## src/rtl/qmc_pkg.sv

```systemverilog
// ----------------------------------------------------------------------------
// qmc_pkg
// Shared types and constants of the quadrature motor position/speed control.
// ----------------------------------------------------------------------------
package qmc_pkg;

    // Kind of request carried in tuser
    typedef enum logic [2:0] {
        CMD_SAMPLE    = 3'd0,
        CMD_TICK      = 3'd1,
        CMD_DIR       = 3'd2,
        CMD_DIR_SPEED = 3'd3,
        CMD_POS       = 3'd4,
        CMD_POS_SPEED = 3'd5,
        CMD_CLEAR     = 3'd6,
        CMD_NONE      = 3'd7
    } t_cmd;

    // Stored drive direction
    typedef enum logic [1:0] {
        DIR_STOP = 2'd0,
        DIR_CW   = 2'd1,
        DIR_CCW  = 2'd2
    } t_dir;

    localparam logic [7:0] DIR_CODE_CW  = 8'd1;
    localparam logic [7:0] DIR_CODE_CCW = 8'd2;

    // Configuration register indexes
    localparam int CFG_IDX_W = 2;
    localparam logic [CFG_IDX_W-1:0] REG_DUTY_MIN = 2'd0;
    localparam logic [CFG_IDX_W-1:0] REG_DUTY_MAX = 2'd1;
    localparam logic [CFG_IDX_W-1:0] REG_DEADBAND = 2'd2;

    localparam int DEADBAND_RST = 10;

    // Fixed field widths and the input tdata layout
    localparam int TARGET_W  = 16;
    localparam int S_TDATA_W = 40;
    localparam int PA_BIT    = 0;
    localparam int PB_BIT    = 1;
    localparam int DIR_LSB   = 2;
    localparam int SPD_LSB   = 10;
    localparam int TGT_LSB   = 18;

    // floor(m / 255) == (m * RECIP_255) >> RECIP_SHIFT for every m below 2**16
    localparam int          RECIP_W     = 17;
    localparam int          RECIP_SHIFT = 24;
    localparam logic [16:0] RECIP_255   = 17'd65794;

endpackage

```

## src/rtl/qmc_scale.sv

```systemverilog
// ----------------------------------------------------------------------------
// qmc_scale
// Speed byte to duty scaling: holds the per-step coefficient derived from
// the duty limits and maps a speed byte into the duty range with saturation.
// ----------------------------------------------------------------------------
module qmc_scale
    import qmc_pkg::*;
#(
    parameter int DUTY_WIDTH = 10
) (
    input  logic                  i_clk,
    input  logic [DUTY_WIDTH-1:0] i_next_min,   // limits as they stand next cycle
    input  logic [DUTY_WIDTH-1:0] i_next_max,
    input  logic [DUTY_WIDTH-1:0] i_duty_min,   // current lower limit
    input  logic [7:0]            i_speed,
    output logic [DUTY_WIDTH-1:0] o_level
);

    localparam int PW = DUTY_WIDTH + RECIP_W;
    localparam int SW = DUTY_WIDTH + 10;

    logic signed [DUTY_WIDTH:0]   w_diff;
    logic [DUTY_WIDTH-1:0]        w_mag;
    logic [PW-1:0]                w_prod;
    logic [PW-1:0]                w_quo;
    logic signed [DUTY_WIDTH:0]   n_coe;
    logic signed [DUTY_WIDTH:0]   r_coe;
    logic signed [SW-1:0]         w_scaled;

    // coefficient = (max - min) / 255, truncating toward zero
    always_comb begin
        w_diff = $signed({1'b0, i_next_max}) - $signed({1'b0, i_next_min});
        w_mag  = w_diff[DUTY_WIDTH] ? DUTY_WIDTH'(-w_diff) : w_diff[DUTY_WIDTH-1:0];
        w_prod = PW'(w_mag) * PW'(RECIP_255);
        w_quo  = w_prod >> RECIP_SHIFT;
        n_coe  = w_diff[DUTY_WIDTH] ? -$signed({1'b0, w_quo[DUTY_WIDTH-1:0]})
                                    :  $signed({1'b0, w_quo[DUTY_WIDTH-1:0]});
    end

    always_ff @(posedge i_clk) begin
        r_coe <= n_coe;
    end

    always_comb begin
        w_scaled = SW'($signed({1'b0, i_speed})) * SW'(r_coe)
                 + SW'($signed({1'b0, i_duty_min}));
        if (w_scaled[SW-1]) begin
            o_level = '0;
        end else if (|w_scaled[SW-2:DUTY_WIDTH]) begin
            o_level = '1;
        end else begin
            o_level = w_scaled[DUTY_WIDTH-1:0];
        end
    end

endmodule

```

## src/rtl/qmc_core.sv

```systemverilog
// ----------------------------------------------------------------------------
// qmc_core
// Controller state and its single-pass update: quadrature counting, mode and
// drive commands, and the speed / position control tick.
// ----------------------------------------------------------------------------
module qmc_core
    import qmc_pkg::*;
#(
    parameter int COUNT_WIDTH = 16,
    parameter int DUTY_WIDTH  = 10
) (
    input  logic                          i_clk,
    input  logic                          i_rst_n,
    input  logic                          i_fire,
    input  t_cmd                          i_cmd,
    input  logic                          i_phase_a,
    input  logic                          i_phase_b,
    input  logic [7:0]                    i_direction,
    input  logic signed [TARGET_W-1:0]    i_target,
    input  logic [DUTY_WIDTH-1:0]         i_scaled,
    input  logic [DUTY_WIDTH-1:0]         i_duty_min,
    input  logic [DUTY_WIDTH-1:0]         i_duty_max,
    input  logic [DUTY_WIDTH-1:0]         i_deadband,
    output logic [DUTY_WIDTH-1:0]         o_duty_one,
    output logic [DUTY_WIDTH-1:0]         o_duty_two,
    output logic [COUNT_WIDTH-1:0]        o_count
);

    localparam int CMP_W = (COUNT_WIDTH + 1 > DUTY_WIDTH) ? COUNT_WIDTH + 1 : DUTY_WIDTH;

    logic [1:0]             r_last,   n_last;
    logic [COUNT_WIDTH-1:0] r_count,  n_count;
    logic [COUNT_WIDTH-1:0] r_target, n_target;
    logic                   r_pos_mode, n_pos_mode;
    t_dir                   r_dir,    n_dir;
    logic [DUTY_WIDTH-1:0]  r_level,  n_level;
    logic [DUTY_WIDTH-1:0]  r_duty_one, n_duty_one;
    logic [DUTY_WIDTH-1:0]  r_duty_two, n_duty_two;

    logic [1:0]                   w_phase_diff;
    logic                         w_up;
    logic signed [COUNT_WIDTH:0]  w_err;
    logic [COUNT_WIDTH-1:0]       w_err_mag;
    logic                         w_outside;
    logic                         w_ahead;
    t_dir                         w_dir_dec;
    logic [COUNT_WIDTH-1:0]       w_new_target;

    always_comb begin
        // quadrature step; phase A takes precedence when both moved
        w_phase_diff = {i_phase_a, i_phase_b} ^ r_last;
        if (w_phase_diff[1]) begin
            w_up = i_phase_a ? i_phase_b : !i_phase_b;
        end else begin
            w_up = i_phase_b ? !i_phase_a : i_phase_a;
        end

        // exact position error, one bit wider than the count
        w_err     = (COUNT_WIDTH + 1)'($signed(r_target)) - (COUNT_WIDTH + 1)'($signed(r_count));
        w_err_mag = w_err[COUNT_WIDTH] ? COUNT_WIDTH'(-w_err) : w_err[COUNT_WIDTH-1:0];
        w_outside = CMP_W'(w_err_mag) > CMP_W'(i_deadband);
        w_ahead   = !w_err[COUNT_WIDTH] && (w_err != '0);

        if (i_direction == DIR_CODE_CW) begin
            w_dir_dec = DIR_CW;
        end else if (i_direction == DIR_CODE_CCW) begin
            w_dir_dec = DIR_CCW;
        end else begin
            w_dir_dec = DIR_STOP;
        end
        w_new_target = COUNT_WIDTH'(i_target);
    end

    always_comb begin
        n_last     = r_last;
        n_count    = r_count;
        n_target   = r_target;
        n_pos_mode = r_pos_mode;
        n_dir      = r_dir;
        n_level    = r_level;
        n_duty_one = r_duty_one;
        n_duty_two = r_duty_two;
        unique case (i_cmd)
            CMD_SAMPLE: begin
                n_last = {i_phase_a, i_phase_b};
                if (|w_phase_diff) begin
                    n_count = w_up ? r_count + COUNT_WIDTH'(1) : r_count - COUNT_WIDTH'(1);
                end
            end
            CMD_TICK: begin
                n_duty_one = i_duty_min;
                n_duty_two = i_duty_min;
                if (!r_pos_mode) begin
                    unique case (r_dir)
                        DIR_CW:  n_duty_one = r_level;
                        DIR_CCW: n_duty_two = r_level;
                        default: ;
                    endcase
                end else if (w_outside) begin
                    if (w_ahead) begin
                        n_duty_two = r_level;
                    end else begin
                        n_duty_one = r_level;
                    end
                end else begin
                    // inside the deadband: snap to target
                    n_count = r_target;
                end
            end
            CMD_DIR: begin
                n_pos_mode = 1'b0;
                n_dir      = w_dir_dec;
                n_level    = i_duty_max;
            end
            CMD_DIR_SPEED: begin
                n_pos_mode = 1'b0;
                n_dir      = w_dir_dec;
                n_level    = i_scaled;
            end
            CMD_POS: begin
                n_pos_mode = 1'b1;
                n_target   = w_new_target;
                n_level    = i_duty_max;
            end
            CMD_POS_SPEED: begin
                n_pos_mode = 1'b1;
                n_target   = w_new_target;
                n_level    = i_scaled;
            end
            CMD_CLEAR: begin
                n_count  = '0;
                n_target = '0;
            end
            CMD_NONE: ;
        endcase
    end

    always_ff @(posedge i_clk) begin
        if (!i_rst_n) begin
            r_last     <= '0;
            r_count    <= '0;
            r_target   <= '0;
            r_pos_mode <= 1'b0;
            r_dir      <= DIR_STOP;
            r_level    <= '0;
            r_duty_one <= '0;
            r_duty_two <= '0;
        end else if (i_fire) begin
            r_last     <= n_last;
            r_count    <= n_count;
            r_target   <= n_target;
            r_pos_mode <= n_pos_mode;
            r_dir      <= n_dir;
            r_level    <= n_level;
            r_duty_one <= n_duty_one;
            r_duty_two <= n_duty_two;
        end
    end

    assign o_duty_one = n_duty_one;
    assign o_duty_two = n_duty_two;
    assign o_count    = n_count;

endmodule

```

## src/rtl/quadrature_motor_position_speed_control.sv

```systemverilog
// ----------------------------------------------------------------------------
// quadrature_motor_position_speed_control
// Quadrature encoder counter and H-bridge duty controller, stream in / out.
// ----------------------------------------------------------------------------
// Usage:
//   Requests arrive on the i_s_* stream: tuser carries the kind (encoder
//   sample, control tick, direction, direction+speed, position,
//   position+speed, clear), tdata the phase levels, direction, speed byte
//   and target. Every request yields exactly one result on the o_m_* stream
//   carrying both bridge duties and the position count after the request.
//   A request goes into the input register, then through one pass of update
//   logic into the result register. One request is taken every cycle while
//   the receiver keeps up; the rate is set by that single-pass update, and
//   the input register can take one more while a finished result waits.
//   When the receiver stalls, the result holds, the next request waits in the
//   input register and tready drops only once both registers are full.
//   The config channel writes duty_min, duty_max and deadband (index 0..2,
//   others dropped) and is always ready; the user must write it only while
//   idle (the block does not enforce it). Reset (synchronous, active low)
//   clears all state, empties both registers, restores duty_min 0, duty_max full scale, deadband 10.
// ----------------------------------------------------------------------------
module quadrature_motor_position_speed_control
    import qmc_pkg::*;
#(
    parameter int COUNT_WIDTH = 16,
    parameter int DUTY_WIDTH  = 10
) (
    input  logic                   i_clk,
    input  logic                   i_rst_n,
    // request stream
    input  logic                   i_s_tvalid,
    output logic                   o_s_tready,
    // tdata: phase_a[0], phase_b[1], direction[9:2], speed[17:10], target[33:18]
    input  logic [S_TDATA_W-1:0]   i_s_tdata,
    // tuser: cmd[2:0]
    input  logic [2:0]             i_s_tuser,
    // result stream
    output logic                   o_m_tvalid,
    input  logic                   i_m_tready,
    // tdata: duty_one, duty_two, count, from the lowest bit up, zero padded
    output logic [((2*DUTY_WIDTH+COUNT_WIDTH+7)/8)*8-1:0] o_m_tdata,
    // configuration writes
    input  logic                   i_cfg_valid,
    output logic                   o_cfg_ready,
    input  logic [CFG_IDX_W-1:0]   i_cfg_index,
    input  logic [DUTY_WIDTH-1:0]  i_cfg_data
);

    localparam int M_TDATA_W = ((2*DUTY_WIDTH+COUNT_WIDTH+7)/8)*8;

    // configuration
    logic [DUTY_WIDTH-1:0] r_duty_min, n_duty_min;
    logic [DUTY_WIDTH-1:0] r_duty_max, n_duty_max;
    logic [DUTY_WIDTH-1:0] r_deadband, n_deadband;

    // input register
    logic                        r_in_valid;
    t_cmd                        r_in_cmd;
    logic                        r_in_phase_a;
    logic                        r_in_phase_b;
    logic [7:0]                  r_in_direction;
    logic [7:0]                  r_in_speed;
    logic signed [TARGET_W-1:0]  r_in_target;

    // result register
    logic                        r_out_valid;
    logic [DUTY_WIDTH-1:0]       r_out_duty_one;
    logic [DUTY_WIDTH-1:0]       r_out_duty_two;
    logic [COUNT_WIDTH-1:0]      r_out_count;

    logic                        w_out_free;
    logic                        w_fire;
    logic [DUTY_WIDTH-1:0]       w_scaled;
    logic [DUTY_WIDTH-1:0]       w_duty_one;
    logic [DUTY_WIDTH-1:0]       w_duty_two;
    logic [COUNT_WIDTH-1:0]      w_count;

    // ------------------------------------------------------------------
    // Configuration: always ready; next values also feed the coefficient
    // register so it is loaded in step with the limit registers.
    // ------------------------------------------------------------------
    assign o_cfg_ready = 1'b1;

    always_comb begin
        n_duty_min = r_duty_min;
        n_duty_max = r_duty_max;
        n_deadband = r_deadband;
        if (!i_rst_n) begin
            n_duty_min = '0;
            n_duty_max = '1;
            n_deadband = DUTY_WIDTH'(DEADBAND_RST);
        end else if (i_cfg_valid) begin
            unique case (i_cfg_index)
                REG_DUTY_MIN: n_duty_min = i_cfg_data;
                REG_DUTY_MAX: n_duty_max = i_cfg_data;
                REG_DEADBAND: n_deadband = i_cfg_data;
                default:      ;   // writes beyond the register list are dropped
            endcase
        end
    end

    always_ff @(posedge i_clk) begin
        r_duty_min <= n_duty_min;
        r_duty_max <= n_duty_max;
        r_deadband <= n_deadband;
    end

    // ------------------------------------------------------------------
    // Flow control: the update fires when the input register holds a
    // request and the result register is empty or being drained.
    // ------------------------------------------------------------------
    assign w_out_free = !r_out_valid || i_m_tready;
    assign w_fire     = r_in_valid && w_out_free;
    assign o_s_tready = !r_in_valid || w_out_free;

    always_ff @(posedge i_clk) begin
        if (!i_rst_n) begin
            r_in_valid <= 1'b0;
        end else if (o_s_tready) begin
            r_in_valid <= i_s_tvalid;
        end
    end

    // capture payload on acceptance
    always_ff @(posedge i_clk) begin
        if (o_s_tready && i_s_tvalid) begin
            r_in_cmd       <= t_cmd'(i_s_tuser);
            r_in_phase_a   <= i_s_tdata[PA_BIT];
            r_in_phase_b   <= i_s_tdata[PB_BIT];
            r_in_direction <= i_s_tdata[DIR_LSB +: 8];
            r_in_speed     <= i_s_tdata[SPD_LSB +: 8];
            r_in_target    <= $signed(i_s_tdata[TGT_LSB +: TARGET_W]);
        end
    end

    // ------------------------------------------------------------------
    // Update logic
    // ------------------------------------------------------------------
    qmc_scale #(
        .DUTY_WIDTH (DUTY_WIDTH)
    ) u_scale (
        .i_clk      (i_clk),
        .i_next_min (n_duty_min),
        .i_next_max (n_duty_max),
        .i_duty_min (r_duty_min),
        .i_speed    (r_in_speed),
        .o_level    (w_scaled)
    );

    qmc_core #(
        .COUNT_WIDTH (COUNT_WIDTH),
        .DUTY_WIDTH  (DUTY_WIDTH)
    ) u_core (
        .i_clk       (i_clk),
        .i_rst_n     (i_rst_n),
        .i_fire      (w_fire),
        .i_cmd       (r_in_cmd),
        .i_phase_a   (r_in_phase_a),
        .i_phase_b   (r_in_phase_b),
        .i_direction (r_in_direction),
        .i_target    (r_in_target),
        .i_scaled    (w_scaled),
        .i_duty_min  (r_duty_min),
        .i_duty_max  (r_duty_max),
        .i_deadband  (r_deadband),
        .o_duty_one  (w_duty_one),
        .o_duty_two  (w_duty_two),
        .o_count     (w_count)
    );

    // ------------------------------------------------------------------
    // Result register: load on fire, drop valid once taken.
    // ------------------------------------------------------------------
    always_ff @(posedge i_clk) begin
        if (!i_rst_n) begin
            r_out_valid <= 1'b0;
        end else if (w_fire) begin
            r_out_valid <= 1'b1;
        end else if (i_m_tready) begin
            r_out_valid <= 1'b0;
        end
    end

    always_ff @(posedge i_clk) begin
        if (w_fire) begin
            r_out_duty_one <= w_duty_one;
            r_out_duty_two <= w_duty_two;
            r_out_count    <= w_count;
        end
    end

    assign o_m_tvalid = r_out_valid;
    assign o_m_tdata  = M_TDATA_W'({r_out_count, r_out_duty_two, r_out_duty_one});

    // ------------------------------------------------------------------
    // Assertions
    // ------------------------------------------------------------------
    a_clear_zeroes_count: assert property (@(posedge i_clk) disable iff (!i_rst_n)
        (w_fire && r_in_cmd == CMD_CLEAR) |=> (r_out_count == '0))
        else $error("count not zero after clear request");

    a_full_blocks_input: assert property (@(posedge i_clk) disable iff (!i_rst_n)
        (r_in_valid && r_out_valid && !i_m_tready) |-> (!o_s_tready && !w_fire))
        else $error("request taken while both registers full and stalled");

    a_reset_empties: assert property (@(posedge i_clk)
        !i_rst_n |=> (!o_m_tvalid && o_s_tready))
        else $error("pipeline not empty after reset");

endmodule
```

## config.mk

```make
export PLATFORM = sky130hd
export DESIGN_NAME = quadrature_motor_position_speed_control
export DESIGN_NICKNAME = d
export VERILOG_FILES = /design/src/rtl/qmc_pkg.sv /design/src/rtl/qmc_scale.sv /design/src/rtl/qmc_core.sv /design/src/rtl/quadrature_motor_position_speed_control.sv
export SDC_FILE = /design/constraint.sdc
export NUM_CORES = 1
export LEC_CHECK = 0
export BUFFER_PORTS_ARGS = -buffer_cell sky130_fd_sc_hd__buf_2
export CORE_AREA = 2 2 159 200
export CTS_CLUSTER_SIZE = 8
export DETAILED_ROUTE_END_ITERATION = 8
export DIE_AREA = 0 0 161 202
export HOLD_SLACK_MARGIN = 0.1
export PLACE_DENSITY = 0.75
export SETUP_SLACK_MARGIN = 0.4
export SLEW_MARGIN = 40
export SYNTH_ARGS = -nofsm -noshare
export SYNTH_HDL_FRONTEND = slang
export SYNTH_HIERARCHICAL = 1
export SYNTH_SLANG_ARGS = --single-unit
```

## constraint.sdc

```tcl
create_clock -name i_clk -period 5.5 [get_ports i_clk]
set_clock_uncertainty 0.1 [all_clocks]
set_input_delay 0.55 -clock i_clk [delete_from_list [all_inputs] [get_ports i_clk]]
set_output_delay 0.55 -clock i_clk [all_outputs]
set_load 0.02 [all_outputs]
```

; ---- After elaboration in Yosys (flattened, before gate mapping)
; Index checks and enable logic that the tools add are counted.
[word_totals]
regBits = 183
word_cells = 113
[classes]
add_sub_neg = 8
multipliers = 2
n_lt_le_gt_ge = 1
eq_ne = 12
n_mux = 36
n_bitwise = 1
reduce_logical = 29
[ops]
columns = op, n
row1 = $mux 10, 19
row2 = $mux 16, 5
row3 = $pmux 16 s3, 1
row4 = $pmux 16 s2, 1
row5 = $mul 10x16->26 const B, 1
row6 = $add 20x11->20, 1
row7 = $mul 9x11->20, 1
row8 = $pmux 10 s2, 1
row9 = $reduce_bool 17->1, 1
row10 = $sub 16x16->17, 1
row11 = $add 16x1->16 const B, 1
row12 = $gt 16x10->1, 1
row13 = $neg 16->16, 1
row14 = $sub 16x1->16 const B, 1
row15 = $reduce_and 2->1, 6
row16 = $neg 3->11, 1
row17 = $sub 10x10->11, 1
row18 = $neg 10->10, 1
row19 = $reduce_or 2->1, 5
row20 = $eq 3x3->1 const B, 3
row21 = $reduce_or 9->1, 1
row22 = $eq 8x1->1 const B, 1
row23 = $eq 8x2->1 const B, 1
row24 = $reduce_bool 2->1, 4
row25 = other kinds (14), 29

; ---- Longest topological paths before layout
[depth]
word_depth = 10
depth_mapped = 30
mapped_depth_nobuf = 28

; ---- Cells and area by module
; Netlist, hierarchy kept.
[by_module_without_submodules]
columns = module, instances, cells_per_inst, area_per_inst_um2, seq_area_each_um2
row1 = qmc_core, 1, 843, 6413.7, 1341.3
row2 = qmc_scale, 1, 541, 4777.1, 100.1
row3 = quadrature_motor_position_speed_control, 1, 213, 3593.4, 2832.7

; ---- Least setup slack after synthesis
; No wires, ideal clock.
[synth_timing]
path_kind = input-to-reg
from = in i_cfg_valid
to = reg u_scale.r_coe[2]
setup_time_ps = 125
arrival_time_ps = 5502
required_time_ps = 5275
slack_ps = -227
stages = 29
path_cell_list = buf_6 -> and3b_1 -> buf_6 -> o211ai_2 -> inv_1 -> ha_1 -> fa_1 -> nand2b_1 -> a21oi_2 -> xor2_1 -> nor3_1 -> a41oi_1 -> xnor2_1 -> inv_1 -> ha_1 -> ha_1 -> ha_1 -> and2_1 -> a41o_1 -> a21oi_1 -> o21bai_1 -> a41oi_1 -> a21oi_2 -> o31ai_2 -> xnor2_1 -> ha_1 -> ha_1 -> nand2_1 -> o21ai_1
[synth_between]
elab_chain_cells = 8
[synth_lines]
columns = item, line_no
row1 = "start, declared", quadrature_motor_position_speed_control.sv:43  ; input logic i_cfg_valid,
row2 = $mux 10 *, quadrature_motor_position_speed_control.sv:92  ; end else if (i_cfg_valid) begin
row3 = $mux 10 *, quadrature_motor_position_speed_control.sv:88  ; if (!i_rst_n) begin
row4 = net n_duty_max[0], quadrature_motor_position_speed_control.sv:53  ; logic [DUTY_WIDTH-1:0] r_duty_max, n_duty_max;
row5 = $sub 10x10->11 *, qmc_scale.sv:32  ; w_diff = $signed({1'b0, i_next_max}) - $signed({1'b0, i_next_min});
row6 = $neg 10->10, qmc_scale.sv:33  ; w_mag = w_diff[DUTY_WIDTH] ? DUTY_WIDTH'(-w_diff) : w_diff[DUTY_WIDTH-1:0];
row7 = $mux 10, qmc_scale.sv:33
row8 = $mul 10x16->26, qmc_scale.sv:34  ; w_prod = PW'(w_mag) * PW'(RECIP_255);
row9 = $neg 3->11, qmc_scale.sv:36  ; n_coe = w_diff[DUTY_WIDTH] ? -$signed({1'b0, w_quo[DUTY_WIDTH-1:0]})
row10 = $mux 3 *, qmc_scale.sv:36
row11 = net u_scale.n_coe[2], qmc_scale.sv:26  ; logic signed [DUTY_WIDTH:0] n_coe;
row12 = "end signal, assigned", qmc_scale.sv:41  ; r_coe <= n_coe;
row13 = "end, declared", qmc_scale.sv:27  ; logic signed [DUTY_WIDTH:0] r_coe;
; Mark *: on every way through the listed nets, which the timed path passes. The rest lies on a longest branch.
; A chain may end at the register's enable or synchronous reset.

; ---- Worst setup path in the final report
[layout_timing]
from = reg r_in_speed[3]
to = reg u_core.r_level[2]
[layout_between]
elab_chain_cells = 6
[layout_lines]
columns = item, line_no
row1 = "start, declared", quadrature_motor_position_speed_control.sv:62  ; logic [7:0] r_in_speed;
row2 = "start signal, assigned", quadrature_motor_position_speed_control.sv:131  ; r_in_speed <= i_s_tdata[SPD_LSB +: 8];
row3 = $mul 9x11->20 *, qmc_scale.sv:45  ; w_scaled = SW'($signed({1'b0, i_speed})) * SW'(r_coe)
row4 = $add 20x11->20 *, qmc_scale.sv:46  ; + SW'($signed({1'b0, i_duty_min}));
row5 = $reduce_or 9->1, qmc_scale.sv:49  ; end else if (|w_scaled[SW-2:DUTY_WIDTH]) begin
row6 = $mux 10, qmc_scale.sv:49
row7 = $mux 10 *, qmc_scale.sv:47  ; if (w_scaled[SW-1]) begin
row8 = net w_scaled[2], quadrature_motor_position_speed_control.sv:73  ; logic [DUTY_WIDTH-1:0] w_scaled;
row9 = $pmux 10 s2 *, qmc_core.sv:83  ; unique case (i_cmd)
row10 = "end signal, assigned", qmc_core.sv:154  ; r_level <= n_level;
row11 = "end, declared", qmc_core.sv:36  ; logic [DUTY_WIDTH-1:0] r_level, n_level;
; Marks and branches as above.

==> metrics list <==
- Setup violations remaining at the end of the flow were counted as 10.
- For this run, the leading register cell type out of synthesis is dfxtp_1.
* Number of vias in the routed layout: approximately 14000
- The detailed router finished its first iteration with around 1000 violations.
* Clock Pin Slew Worst Setup and Hold Paths: approximately 70 ps
- Sequential cell area: 0.00428 mm²
- Crit path from: r_in_speed[3]
- Hold Path Class: in2reg
* Number of placement rows: between 70 and 80
- The checks that failed: negative setup slack.
- RePlAce Congestion: a little over 0.9
* Largest net degree at the start of global routing: 35
* Share of async-settable or async-resettable flops after synthesis: 0%
- Sequential fraction of design power: between 20 and 25%
* Mapped cell area: 0.0148 mm²
- Wirelength, routed: 44200 µm
- Counting the buffers created by CTS gives 17.
- Hold timing on the final database bottoms out at a slack of approximately 170 ps.
* Clock Path Buffers: 2
- Combinational logic burns slightly below 60% of the power.
- Min cycle time layout: 5770 ps
* Sw power: ~0.0028 W
- Drt drc: 0
* Worst min-delay path startpoint: i_s_tdata[6]
- For the worst setup path, the data required time is around 5700 ps.
- The final critical path takes up 105% of the cycle.
* Outcome: complete, but fails checks
* Clk Tree Root Cell: clkbuf_16
- CORE AREA: ~0.031 mm²
- Each instance of the synthesized netlist takes up on average roughly 9.3 µm².
- Full die area: ~0.033 mm²
- Width of the die: ~160 µm
- Detailed placement ended at an HPWL of approximately 30000 µm.
- After synthesis, the netlist uses 112 different library cells.
- H-tree level count: 4
- The clock reaches the later pin of the worst-skew pair after between 400 and 500 ps.
- Gate count after technology mapping: between 1500 and 2000
- After layout, the worst setup slack is -267 ps.
- Flop2flop setup slack: -270 ps
* Count of pins over their slew limit: 0
- Worst flop-to-flop path startpoint: r_in_speed[3]
- At the end of the flow, the number of nets in the layout was between 2000 and 2500.
- Nature of the critical path endpoint: register
* Initial antenna violation count: 1
- The final count of hold timing violations was 0.
- The number of global-route vias before repair was roughly 14000.
* Crit Path Category: reg2reg
* Max-cap violation count: 0
- Y dimension of the die: 202 µm
* Register area share after synthesis: just under 30%
- For this run, the number of Yosys warnings is 6.
- The first detailed-routing pass ran for 5 iterations.
* Internal power component: 0.00390 W
* Via/cell ratio: 5.99
- Setup repair after global routing missed its margin: yes
* Count of flip-flops with a built-in enable after synthesis: 73
- STA classifies the critical path startpoint as a register.
- The multi-input combinational cells in the finished layout cover a total of 0.0111 mm².
* Initial Utilization: between 40% and 50%
- STA puts the critical path data arrival time at 5950 ps.
- The analysis attributes to cell leakage a power of between 8 and 9 nW.
- Fmax: roughly 0.17 GHz
* Number of nets with antenna violations after detailed routing: 0
- Share of total power in the clock network: a little under a fifth
- Ratio of cells with drive above 1 in the final layout: about 34%
- Total power divided by cell area: approximately 340 mW/mm²
- Total routing usage reported by global routing: 25.2%
- Fill cells in the final layout number around 2300.
- The first global-routing pass estimated between 60000 and 70000 µm of wire.
* Largest fanout of any net on the critical path: 6
- At the pin with the least slew margin, the transition time is about 1100 ps.
- 103 I/O pins were placed.
* Routed WL per cell: between 15 and 20 µm
- IR analysis of the VDD net gives a maximum drop of roughly 0.23 mV.
- The clock net in this run drives a total of around 180 sinks.
* Quantity of I/O buffers inserted on ports: 91
- Switching portion of total power: between 40% and 50%
* FF+latch count, synth: between 150 and 200
- TritonCTS built the clock tree.
- Once layout is complete, the cells apart from fillers number between 2000 and 2500.
* Area Growth Syn to Fin: 32.3%
* Max-slew headroom: approximately 28%
* Overflow after GRT: 0
- Number of instances in the placed design: approximately 2200
[power by group through the flow]
stage / Clock (W) / Sequential, W / Combinational, W
floorplan: 0 / 0.00151 / 0.00224
global placement: 0 / 0.00151 / 0.00303
detailed placement: 0 / 0.00152 / 0.00312
CTS: 0.00122 / 0.00149 / 0.00353
global route: 0.00127 / 0.00150 / 0.00431
finish: 0.00122 / 0.00149 / 0.00397
[cell families (layout without fill, tap and decap cells)]
family / after synthesis / count (layout) / share of synthesized area, %
compound gates: 403 / 404 / 21.3
simple gates: 458 / 460 / 15.5
buf+inv: 258 / 526 / 7.39
other cells: 2 / 6 / 0.0508
fa+ha+maj: 191 / 191 / 19.8
flops: 177 / 177 / 28.9
mux: 38 / 38 / 2.57
xor+xnor: 70 / 71 / 4.48
[layer usage]
layer	vias up	GRT usage, %	share of wire [%]
li1	6213	-	-
met1	6547	27.9	36
met2	671	47.4	52
met3	219	3.84	6.2
met4	0	10.6	5.8
met5	-	0	0
[cell type report]
cell class | instances | share of cell area [%]
repair buffers | 305 | 11.9
well taps | 407 | 2.60
flip-flops and latches | 177 | 21.9
diodes | 1 | 0.0128
multi-input cells | 1169 | 57.0
clock inverters | 13 | 0.697
inverters | 189 | 3.64
clock buffers | 19 | 2.26
[cells in the final DEF, fill, tap and decap left out, types with 11 or more instances in the layout]
cell type and n:
a2111oi_2 12, a211oi_1 13, a21o_1 19, a21oi_1 55
a21oi_2 19, a221o_1 24, a22oi_1 18, a31oi_1 15
a31oi_4 14, and2_1 29, buf_2 88, buf_4 176
buf_6 26, clkbuf_16 17, dfxtp_1 100, edfxtp_1 73
fa_1 63, ha_1 88, ha_4 25, inv_1 169
inv_2 19, mux2i_1 25, nand2_1 102, nand3_1 15
nand4b_1 12, nor2_1 130, nor2b_1 19, nor3_1 27
o21a_1 11, o21ai_0 35, o21ai_1 15, xnor2_1 48
xor2_1 11
[critical path, stage by stage (launching register included)]
cell and delay (ps):
edfxtp_1 420, buf_6 140, nand2_4 60, fa_1 450, buf_4 160, fa_1 470
inv_1 50, fa_1 500, fa_1 540, inv_1 60, fa_2 530, inv_1 60
ha_4 320, nand3_4 80, a211oi_4 280, nor2_2 90, nor2_1 110, a211oi_1 60
buf_4 150, a2111oi_4 240, buf_4 190, buf_8 120, a31oi_1 120, a21oi_1 210
a211oi_1 100
[synth_stat cells (6+ instances only)]
library cell | n | share of area (%)
a221o_1 | 24 | 1.6
o21a_1 | 11 | 0.56
and2_1 | 32 | 1.4
buf_2 | 14 | 0.47
a21oi_2 | 6 | 0.36
and3_1 | 9 | 0.38
nand3_1 | 20 | 0.68
xor2_1 | 12 | 0.71
a22oi_1 | 19 | 0.96
a21oi_1 | 75 | 2.5
o21bai_1 | 10 | 0.51
nor4_1 | 10 | 0.42
o211ai_1 | 9 | 0.46
nor2b_1 | 22 | 0.93
o21ai_0 | 57 | 1.9
inv_1 | 188 | 4.8
a2111oi_2 | 8 | 0.81
o22ai_1 | 6 | 0.25
ha_1 | 119 | 10
fa_1 | 72 | 9.7
xnor2_1 | 53 | 3.1
nor3_1 | 39 | 1.3
nand2b_1 | 9 | 0.38
a211oi_1 | 29 | 1.5
dfxtp_1 | 104 | 14
nand4b_1 | 12 | 0.71
clkbuf_1 | 36 | 0.91
nor2_1 | 135 | 3.4
o31ai_1 | 11 | 0.56
nand4_1 | 7 | 0.30
a21o_1 | 19 | 0.96
edfxtp_1 | 73 | 15
a31oi_1 | 29 | 1.2
mux2i_1 | 38 | 2.6
buf_6 | 11 | 0.84
nand2_1 | 118 | 3.0
or3_1 | 7 | 0.30
buf_4 | 6 | 0.30
[registers in the layout, indices dropped and copies added (netlist names), 2 cells and up]
register,cells
r_out_count,16
u_core/r_duty_two,10
r_deadband,10
u_core/r_dir,2
r_duty_max,10
r_in_cmd,3
u_core/r_count,16
r_in_direction,8
u_core/r_last,2
r_out_duty_two,10
u_scale/r_coe,5
r_duty_min,10
r_out_duty_one,10
r_in_target,16
u_core/r_target,16
r_in_speed,8
u_core/r_duty_one,10
u_core/r_level,10
[metrics by stage]
stage	util (%)	setup TNS (ps)	total power [W]	cell area, µm²	setup WS, ps
floorplan	-	-18.6	0.00376	15300	-18.6
global placement	55.9	-2410	0.00455	17100	-255
detailed placement	55.9	-3500	0.00464	17100	-375
CTS	61.1	-476	0.00624	18700	-67.0
global route	63.9	-3310	0.00708	19600	-444
finish	63.9	-1550	0.00668	19600	-267
[final timing paths]
check	endpoint	cells after the start
worst min-delay path	r_in_direction[4]	1
worst max register to register	u_core/r_level[2]	24
worst max-delay path	u_core/r_level[2]	24
worst min register to register	r_deadband[4]	2
[repair_timing]
item | in CTS | in global routing
pin swaps | 73 | 87
setup buffers | 22 | 24
cloned | 5 | 2
endpoints found under the setup margin | 85 | 87
gates resized for setup | 179 | 111
hold buffers | 0 | 0
No activity file was read; power rests on OpenSTA's default activity.
